--- src/hw/rtl/erw_pkg.sv ---
// erw_pkg: widths, limits and register indexes of the ECG rhythm alarm window.
// No dependencies; every other file of the block imports it.
package erw_pkg;

  // Ring store depth and derived widths
  localparam int DEPTH    = 128;
  localparam int PTR_W    = $clog2(DEPTH);
  localparam int CNT_W    = $clog2(DEPTH + 1);

  // Field widths
  localparam int RR_W     = 16;
  localparam int Q_W      = 10;
  localparam int RATE_W   = 12;
  localparam int TOTAL_W  = 32;
  localparam int BPM_W    = 9;

  // Rate and alarm arithmetic
  localparam int RR_VALID_MAX    = 3000;
  localparam int MIN_BEATS       = 5;
  localparam int RATE_NUM_TENTHS = 600000;
  localparam int RATE_NUM_BPM    = 60000;
  localparam int RATE_MAX        = (1 << RATE_W) - 1;

  // The scan stops once the sum reaches a 16-bit window, so one more RR fits
  localparam int ACC_W    = $clog2((1 << RR_W) + RR_VALID_MAX);
  localparam int QACC_W   = $clog2(DEPTH * ((1 << Q_W) - 1) + 1);
  localparam int NUM_W    = $clog2(DEPTH * RATE_NUM_TENTHS + 1);
  localparam int DIV_W    = (NUM_W > ACC_W + RATE_W) ? NUM_W : ACC_W + RATE_W;
  localparam int BS_W     = CNT_W + $clog2(RATE_NUM_BPM + 1);
  localparam int CMP_W    = (BS_W > ACC_W + BPM_W) ? BS_W : ACC_W + BPM_W;
  localparam int GATE_W   = (QACC_W > Q_W + CNT_W) ? QACC_W : Q_W + CNT_W;
  localparam int BIT_W    = $clog2(RATE_W);

  // Configuration port
  localparam int CFG_IDX_W  = 3;
  localparam int CFG_DATA_W = 16;

  localparam logic [CFG_IDX_W-1:0] REG_ASY_LIMIT = 3'd0;
  localparam logic [CFG_IDX_W-1:0] REG_WINDOW    = 3'd1;
  localparam logic [CFG_IDX_W-1:0] REG_QGATE     = 3'd2;
  localparam logic [CFG_IDX_W-1:0] REG_BRADY     = 3'd3;
  localparam logic [CFG_IDX_W-1:0] REG_TACHY     = 3'd4;

  // Register reset values
  localparam logic [RR_W-1:0]  ASY_LIMIT_RST = 16'd4000;
  localparam logic [RR_W-1:0]  WINDOW_RST    = 16'd30000;
  localparam logic [Q_W-1:0]   QGATE_RST     = 10'd500;
  localparam logic [BPM_W-1:0] BRADY_RST     = 9'd40;
  localparam logic [BPM_W-1:0] TACHY_RST     = 9'd150;

endpackage

--- src/hw/rtl/erw_div.sv ---
// erw_div: restoring divider giving a saturated RATE_W-bit quotient,
// one quotient bit per cycle. Depends on erw_pkg.
module erw_div (
  input  logic                      clk,
  input  logic                      rst,
  input  logic                      start,
  input  logic [erw_pkg::NUM_W-1:0] num,
  input  logic [erw_pkg::ACC_W-1:0] den,
  output logic                      done,
  output logic [erw_pkg::RATE_W-1:0] quot
);
  import erw_pkg::*;

  logic             busy;
  logic [BIT_W-1:0] bitn;
  logic [DIV_W-1:0] rem;
  logic [DIV_W-1:0] dsh;
  logic [DIV_W-1:0] den_top;
  logic [DIV_W-1:0] num_ext;

  assign den_top = DIV_W'(den) << RATE_W;
  assign num_ext = DIV_W'(num);

  // Saturate up front, else shift-subtract from the top quotient bit down
  always_ff @(posedge clk) begin
    if (rst) begin
      busy <= 1'b0;
      done <= 1'b0;
    end else begin
      if (start) begin
        rem <= num_ext;
        dsh <= den_top >> 1;
        bitn <= BIT_W'(RATE_W - 1);
        if (num_ext >= den_top) begin
          quot <= RATE_W'(RATE_MAX);
          done <= 1'b1;
        end else begin
          quot <= '0;
          busy <= 1'b1;
          done <= 1'b0;
        end
      end else if (busy) begin
        if (rem >= dsh) begin
          rem <= rem - dsh;
          quot[bitn] <= 1'b1;
        end
        dsh <= dsh >> 1;
        if (bitn == '0) begin
          busy <= 1'b0;
          done <= 1'b1;
        end else begin
          bitn <= bitn - 1'b1;
          done <= 1'b0;
        end
      end else begin
        done <= 1'b0;
      end
    end
  end
endmodule

--- config.mk ---
export PLATFORM = sky130hd
export DESIGN_NAME = erw_div
export DESIGN_NICKNAME = d
export VERILOG_FILES = /design/src/hw/rtl/erw_pkg.sv /design/src/hw/rtl/erw_div.sv
export SDC_FILE = /design/constraint.sdc
export NUM_CORES = 1
export LEC_CHECK = 0
export BUFFER_PORTS_ARGS = -buffer_cell sky130_fd_sc_hd__buf_2
export CAP_MARGIN = 15
export CORE_UTILIZATION = 35
export CTS_CLUSTER_DIAMETER = 60
export DETAILED_ROUTE_END_ITERATION = 10
export GPL_TIMING_DRIVEN = 0
export MAX_ROUTING_LAYER = met4
export PLACE_DENSITY = 0.5
export SLEW_MARGIN = 20
export SYNTH_ARGS = -nofsm -noshare
export SYNTH_HDL_FRONTEND = slang
export SYNTH_SLANG_ARGS = --single-unit
--- constraint.sdc ---
create_clock -name clk -period 4.8 [get_ports clk]
set_input_delay 0.48 -clock clk [delete_from_list [all_inputs] [get_ports clk]]
set_output_delay 0.48 -clock clk [all_outputs]
set_load 0.005 [all_outputs]
==> impl_summary.txt, run 1 <==
----------------------------------------------------
[Status]
  Status ... finished, final reports clean

[Global routing]
  Largest net degree at the start of global routing ... 29
  Overflow after GRT ... 0
  Via count of the first global-routing pass ... 4407
  Global-route wire length before repair ... 23.11 mm
  Initial antenna violation count ... 0
  Total routing usage reported by global routing ... 19.80%

[Logic synthesis]
  Post-Synthesis Net Count ... 651
  Average size of a mapped cell ... 9.452 sq um
  Portion of synthesized cell area occupied by the leading cell type ... 41.71%
  Count of unique library cells instantiated by Yosys ... 68
  Synth Warn # ... 0
  Ranking of synthesized cells by area ... edfxtp_1 (42%), ha_1 (11%), nand2_1 (4.4%), inv_1 (4.2%), o21ai_0 (4.1%)
  Flops & latches, synth ... 75
  Commonest register cell after synthesis ... edfxtp_1
  Most area-hungry cell type in the Yosys netlist ... edfxtp_1
  Sequential share of the synthesized area ... 42.48%
  Post-Synthesis Cell Area ... 5255 sq um
  Synthesized instance count ... 556
  Number of enable-type register cells in the synthesized netlist ... 73
  Post-synth ARST share ... 0%

[Finish]
  Final Net Count ... 723
  Synth-to-layout area growth ... 16.21%
  Number of antenna cells inserted ... 0
  Fraction of final layout cells with drive strength greater than 1 ... 15.17%
  Final design area excluding fillers ... 6107 sq um
  Final-layout fill cell count ... 1432
  Non-filler instance count after layout ... 817

[Timing]
  Count of final setup violators ... 0
  Period Utilization, post-route ... 72.41%
  Setup TNS ... 0 ps
  Hold violation total from the final report ... 0
  Final Skew ... 8.707 ps
  Worst-margin pin slew ... 805.7 ps
  Final critical-path setup slack ... 1325 ps
  Upper clock frequency limit ... 287.7 MHz
  Relative slew slack ... 46.15%
  Number of pins with negative max-slew slack in the final report ... 0
  Unrepaired setup endpoints after global routing ... no
  Min Clock Period, post-route ... 3475 ps

[Floorplanning]
  Row count ... 44
  Vertical die dimension ... 124.5 um
  Floorplan die width ... 124.5 um
  Number of primary I/O pins ... 60
  Initial standard-cell utilization of the core ... 36.02%
  Die ar. ... 15510 sq um
  Area of the core ... 14590 sq um

[Critical path]
  Type of the setup path with the least slack ... reg -> reg
  Crit path cell chain ... ha_1 > nor2b_1 > o31ai_2 > a211oi_4 > nand4b_1 > a311o_1 > a21oi_1 > a211oi_4 > buf_8 > buf_6
  Worst Setup SP ... rem[1]
  Kind of start point of the critical path ... flop
  Reg2Reg Depth ... 10
  Register-to-register setup slack ... 1320 ps
  R2R Path End ... rem[14]
  Most used cell, CP ... a211oi_4
  Crit path DAT ... 3520 ps
  Launch point of the worst reg-to-reg path ... rem[1]
  Worst Setup End Kind ... flop
  Worst setup path end ... rem[14]
  Largest fanout on the critical path ... 13
  Number of buffers and inverters on the critical path ... 2
  Kind of cell adding the most delay to the critical path ... compound AO/OA/AOI/OAI gates
  Slowest CP cell ... a211oi_4
  Max incr delay on CP ... 570 ps
  Data required, critical path ... 4850 ps
  Number of cells on the critical path ... 10

[Placement]
  Port Buf Inserts ... 58
  Placer Congestion ... 0.8535
  Total cell area at the placement stage ... 5829 sq um
  Detail Placement HPWL ... 11.00 mm
  Number of placed cells counting well taps ... 801
  Placement-stage worst setup slack ... 1332 ps

[Routing]
  Detail Route Antenna Nets ... 0
  Total via count in the routed design ... 4403
  DR WL/cell ... 17.43 um
  Total Routed Length ... 14.24 mm
  Post-detailed-route via-to-cell ratio ... 5.389
  Remaining design rule violation count ... 0
  Number of optimization iterations in the first detailed-route pass ... 4
  Drt first-iter violations ... 243

[Clock tree]
  Number of CTS-inserted buffers ... 9
  Clock insertion delay at the later pin of the skew report ... 350 ps
  H-tree levels ... 3
  Root buffer cell ... clkbuf_16
  Clock tree from TritonCTS ... done
  Number of gates resized after cts ... 0
  Post-cts hold buffer count ... 0
  Postcts setup bufs ... 0
  CTS max path bufs ... 2
  Count of clock tree sinks ... 75
  Clock input transition at the sequential cells of the worst setup and hold paths ... 60 ps

[Power and ir drop]
  Power dissipated by switching net loads ... 659.3 uW
  Total power ... 2.034 mW
  Clk network pwr share ... 31.8%
  Combinational power share ... 28.1%
  Net switching fraction of the power ... 32.41%
  Power per cell area ... 333.1 nW/um^2
  Internal Power ... 1.375 mW
  Peak supply drop ... 0.0001812 V
  Leakage power of the design ... 2.560 nW
  Proportion of power drawn by flip-flops and latches ... 40.1%

[Min path]
  Hold_sp ... den[7]
  Worst hold path class ... in -> reg

[Run]
  Max-capacitance violation count ... 0

----------------------------------------------------
-- worst min-delay path by stage --
stage | depth (start not counted) | end | slack (ps)
2_1_floorplan | 2 | busy | 480
3_3_place_gp | 2 | busy | 510
3_5_place_dp | 2 | busy | 510
4_1_cts | 3 | dsh[18] | 410
5_1_grt | 3 | dsh[26] | 430
6_report | 3 | dsh[18] | 420
-- power by group through the flow --
| stage | Clock (mW) | Sequential (mW) | Combinational [mW] |
|---|---|---|---|
| final | 0.647 | 0.815 | 0.572 |
| after global placement | 0 | 0.831 | 0.554 |
| after CTS | 0.662 | 0.816 | 0.574 |
| after detailed placement | 0 | 0.829 | 0.571 |
| after floorplan | 0 | 0.826 | 0.407 |
| after global routing | 0.691 | 0.820 | 0.639 |
-- cells by family after synthesis --
kind of cell	count (synthesis)	synth area share, %
muxes	3	0.7142
and+or+nand+nor	173	15.95
AOI/OAI and AO/OA	153	19.83
adders and majority gates	48	11.57
xor gates and xnor gates	21	3.500
DFF	75	42.48
buffers and inverters	83	5.952
-- metrics by stage --
step,hold slack [ps],utilization (%)
after global placement,505.4,39.62
final,422.4,41.86
after CTS,412.7,41.85
after global routing,428.1,41.86
after detailed placement,510.7,39.96
after floorplan,484.2,-
-- tightest hold or removal path: stages --
cell     delay, ps
buf_2           90
nand2_1         40
o21ai_0         50
-- state kept, by name, summed over array words and instances (netlist names) --
signal	flops
busy	1
bitn	4
rem	29
quot	12
dsh	28
done	1
-- cells in the final DEF, fill, tap and decap left out, types with 9 or more instances in the layout --
master	n
buf_2	59
nand2_1	61
nor3_1	12
nand3_1	10
inv_1	58
a21oi_1	26
clkbuf_16	9
nor2_1	48
edfxtp_1	73
xnor2_1	15
a211oi_1	16
clkbuf_1	16
o21ai_0	43
ha_1	47
o21a_1	9
a21o_1	15
-- layout make-up --
type                    count  area, sq um  share of cell area (%)
repair buffers             61        331.6                   5.429
inverters                  60        225.2                   3.688
plain buffers              23        87.58                   1.434
flip-flops and latches     75         2232                   36.55
multi-input cells         398         2724                   44.60
clock inverters             6        47.55                  0.7785
clock buffers              10        229.0                   3.749
well taps                 184        230.2                   3.770
-- Yosys cell counts, types with 2 or more instances --
library cell,number
ha_1,47
o21ai_0,43
o211ai_1,2
o31ai_1,5
nor2b_1,5
a211oi_1,17
a221oi_2,2
inv_1,59
xnor2_1,15
a31oi_1,4
nor4_1,5
nor3_1,12
nand3_1,10
a21o_1,15
and4_1,2
a21oi_1,26
xor2_1,6
and2_1,2
nand4_1,7
dfxtp_1,2
mux2_2,2
o21bai_1,3
o21ai_1,4
o21a_1,9
clkbuf_1,15
edfxtp_1,73
and3_1,4
a21oi_2,2
nor2_1,48
nand2_1,61
nor4b_1,3
nand4b_1,2
o22ai_1,3
buf_1,7
-- routing by layer --
metal,vias up,part of all wire (%),track usage (%)
met5,-,0,-
met4,0,1.1,5.315
met3,10,4.0,4.381
met2,76,45,29.96
met1,2150,50,26.65
li1,2167,-,-
Power figures use the tool's default switching activity.
==> inputs of run 2 (changes only) <==
Settings changed: PLACE_DENSITY 0.5 to 0.48.
Clock period 4.8 ns to 3.5 ns, I/O delays scaled along.
==> impl_summary.txt, run 2 (synthesized netlist as in run 1, its figures left out) <==
----------------------------------------------------
[Timing]
  Period Utilization, post-route ... 89.71%
  Worst-margin pin slew ... 781.7 ps
  Upper clock frequency limit ... 318.5 MHz
  Worst hold slack ... 290.7 ps
  Hold violation total from the final report ... 0
  Min Clock Period, post-route ... 3140 ps
  Number of pins with negative max-slew slack in the final report ... 0
  Final Skew ... 7.025 ps
  Unrepaired setup endpoints after global routing ... no
  Relative slew slack ... 47.75%
  Final critical-path setup slack ... 360.1 ps
  Count of final setup violators ... 0

[Global routing]
  Overflow after GRT ... 0
  Initial antenna violation count ... 0
  Total routing usage reported by global routing ... 19.85%
  Global-route wire length before repair ... 23.10 mm
  Via count of the first global-routing pass ... 4310
  Largest net degree at the start of global routing ... 29

[Clock tree]
  H-tree levels ... 3
  Clock insertion delay at the later pin of the skew report ... 350 ps
  Root buffer cell ... clkbuf_16
  Clock input transition at the sequential cells of the worst setup and hold paths ... 70 ps
  Number of gates resized after cts ... 0
  Count of clock tree sinks ... 75
  Number of CTS-inserted buffers ... 9
  CTS max path bufs ... 2
  Clock tree from TritonCTS ... done

[Power and ir drop]
  Clk network pwr share ... 32.1%
  Peak supply drop ... 0.0002310 V
  Proportion of power drawn by flip-flops and latches ... 39.8%
  Combinational power share ... 28.1%
  Leakage power of the design ... 2.568 nW
  Internal Power ... 1.889 mW
  Power dissipated by switching net loads ... 918.8 uW
  Power per cell area ... 459.4 nW/um^2
  Net switching fraction of the power ... 32.72%

[Finish]
  Number of antenna cells inserted ... 0
  Synth-to-layout area growth ... 16.31%
  Register name with the most flops ... rem
  Commonest cells after routing, fill and taps aside ... edfxtp_1 (73), nand2_1 (61), buf_2 (59)
  Final Net Count ... 724
  Regs by FF count ... rem (29), dsh (28), quot (12)
  Most common cell after layout, fill and taps aside ... edfxtp_1
  Fraction of final layout cells with drive strength greater than 1 ... 15.30%
  Max FFs per register ... 29
  Final-layout fill cell count ... 1484

[Run]
  Max-capacitance violation count ... 0

[Critical path]
  Crit path cell chain ... ha_1 > a21oi_2 > nand2_1 > a211oi_2 > nand4b_1 > a311o_1 > a21oi_1 > a211oi_4 > buf_4 > buf_6
  Max incr delay on CP ... 500 ps
  Data required, critical path ... 3610 ps
  Reg2Reg Depth ... 10
  R2R Path End ... rem[16]
  Launch point of the worst reg-to-reg path ... rem[7]
  Worst Setup End Kind ... flop
  Largest fanout on the critical path ... 9
  Type of the setup path with the least slack ... reg -> reg
  Slowest CP cell ... a311o_1
  Crit path DAT ... 3250 ps
  Register-to-register setup slack ... 360 ps
  Kind of start point of the critical path ... flop

[Routing]
  Total via count in the routed design ... 4406
  Number of optimization iterations in the first detailed-route pass ... 5
  Post-detailed-route via-to-cell ratio ... 5.386
  DR WL/cell ... 17.69 um
  Drt first-iter violations ... 232
  Detail Route Antenna Nets ... 0
  Remaining design rule violation count ... 0
  Total Routed Length ... 14.47 mm

[Placement]
  Port Buf Inserts ... 58
  Placer Congestion ... 0.8535
  Detail Placement HPWL ... 11.02 mm
  Placement-stage worst setup slack ... -8.069 ps

[Min path]
  Worst hold path class ... in -> reg
  Hold_sp ... den[8]
  Min-Delay Endpoint ... dsh[19]
  Number of cells on the worst hold path ... 3

[Floorplanning]
  Initial standard-cell utilization of the core ... 36.02%
  Die ar. ... 15510 sq um
  Area of the core ... 14590 sq um
  Row count ... 44
  Vertical die dimension ... 124.5 um
  Number of primary I/O pins ... 60
  Floorplan die width ... 124.5 um

[Status]
  Status ... finished, final reports clean

----------------------------------------------------
## run 2: per-layer routing
layer,global-route usage [%],routed length [um],up-vias
li1,-,-,2167
met1,28.00,7323,2135
met5,-,0,-
met4,6.804,222,0
met2,29.22,6437,90
met3,2.577,489,14
## run 2: power groups by stage
stage,clock network (mW),registers (mW),logic [mW]
finish,0.901,1.12,0.790
global route,0.943,1.13,0.881
CTS,0.916,1.12,0.790
detailed placement,0,1.14,0.785
global placement,0,1.14,0.765
floorplan,0,1.13,0.561
## run 2: final cells by class
cell class / count / area [sq um] / share of cell area, %
multi-input combinational: 398 / 2724 / 44.56
sequential: 75 / 2232 / 36.52
timing repair buffer: 62 / 335.3 / 5.486
tap: 184 / 230.2 / 3.767
clock buffer: 10 / 229.0 / 3.746
inverter: 60 / 225.2 / 3.685
buffer: 23 / 87.58 / 1.433
clock inverter: 6 / 48.80 / 0.7984
## run 2: worst max-delay path by stage
stage / startpoint / to / slack (ps)
floorplan: rem[22] / quot[0] / 130
global placement: dsh[13] / rem[18] / -870
detailed placement: rem[1] / quot[6] / -8
CTS: rem[1] / quot[6] / 4
global route: rem[7] / rem[17] / 170
finish: rem[7] / rem[16] / 360
## run 2: through the flow
stage	instances	cell area (sq um)	total power [mW]	TNS [ps]	util, %
global placement	798	5788	1.903	-35650	39.67
floorplan	556	5268	1.693	0	-
detailed placement	801	5826	1.922	-110.3	39.93
CTS	817	6103	2.824	0	41.84
global route	818	6112	2.950	0	41.90
finish	818	6112	2.808	0	41.90
## run 2: critical path: cells and delay by family (launching register included)
family	cells	cell delay, ps
adders and majority gates	1	430
AOI/OAI and AO/OA	5	1380
and+or+nand+nor	2	330
buffers and inverters	2	380
DFF	1	370
## run 2: repair_timing
item,CTS,global route
buffers inserted,0,1
hold buffers,0,0
endpoints found under the setup margin,0,34
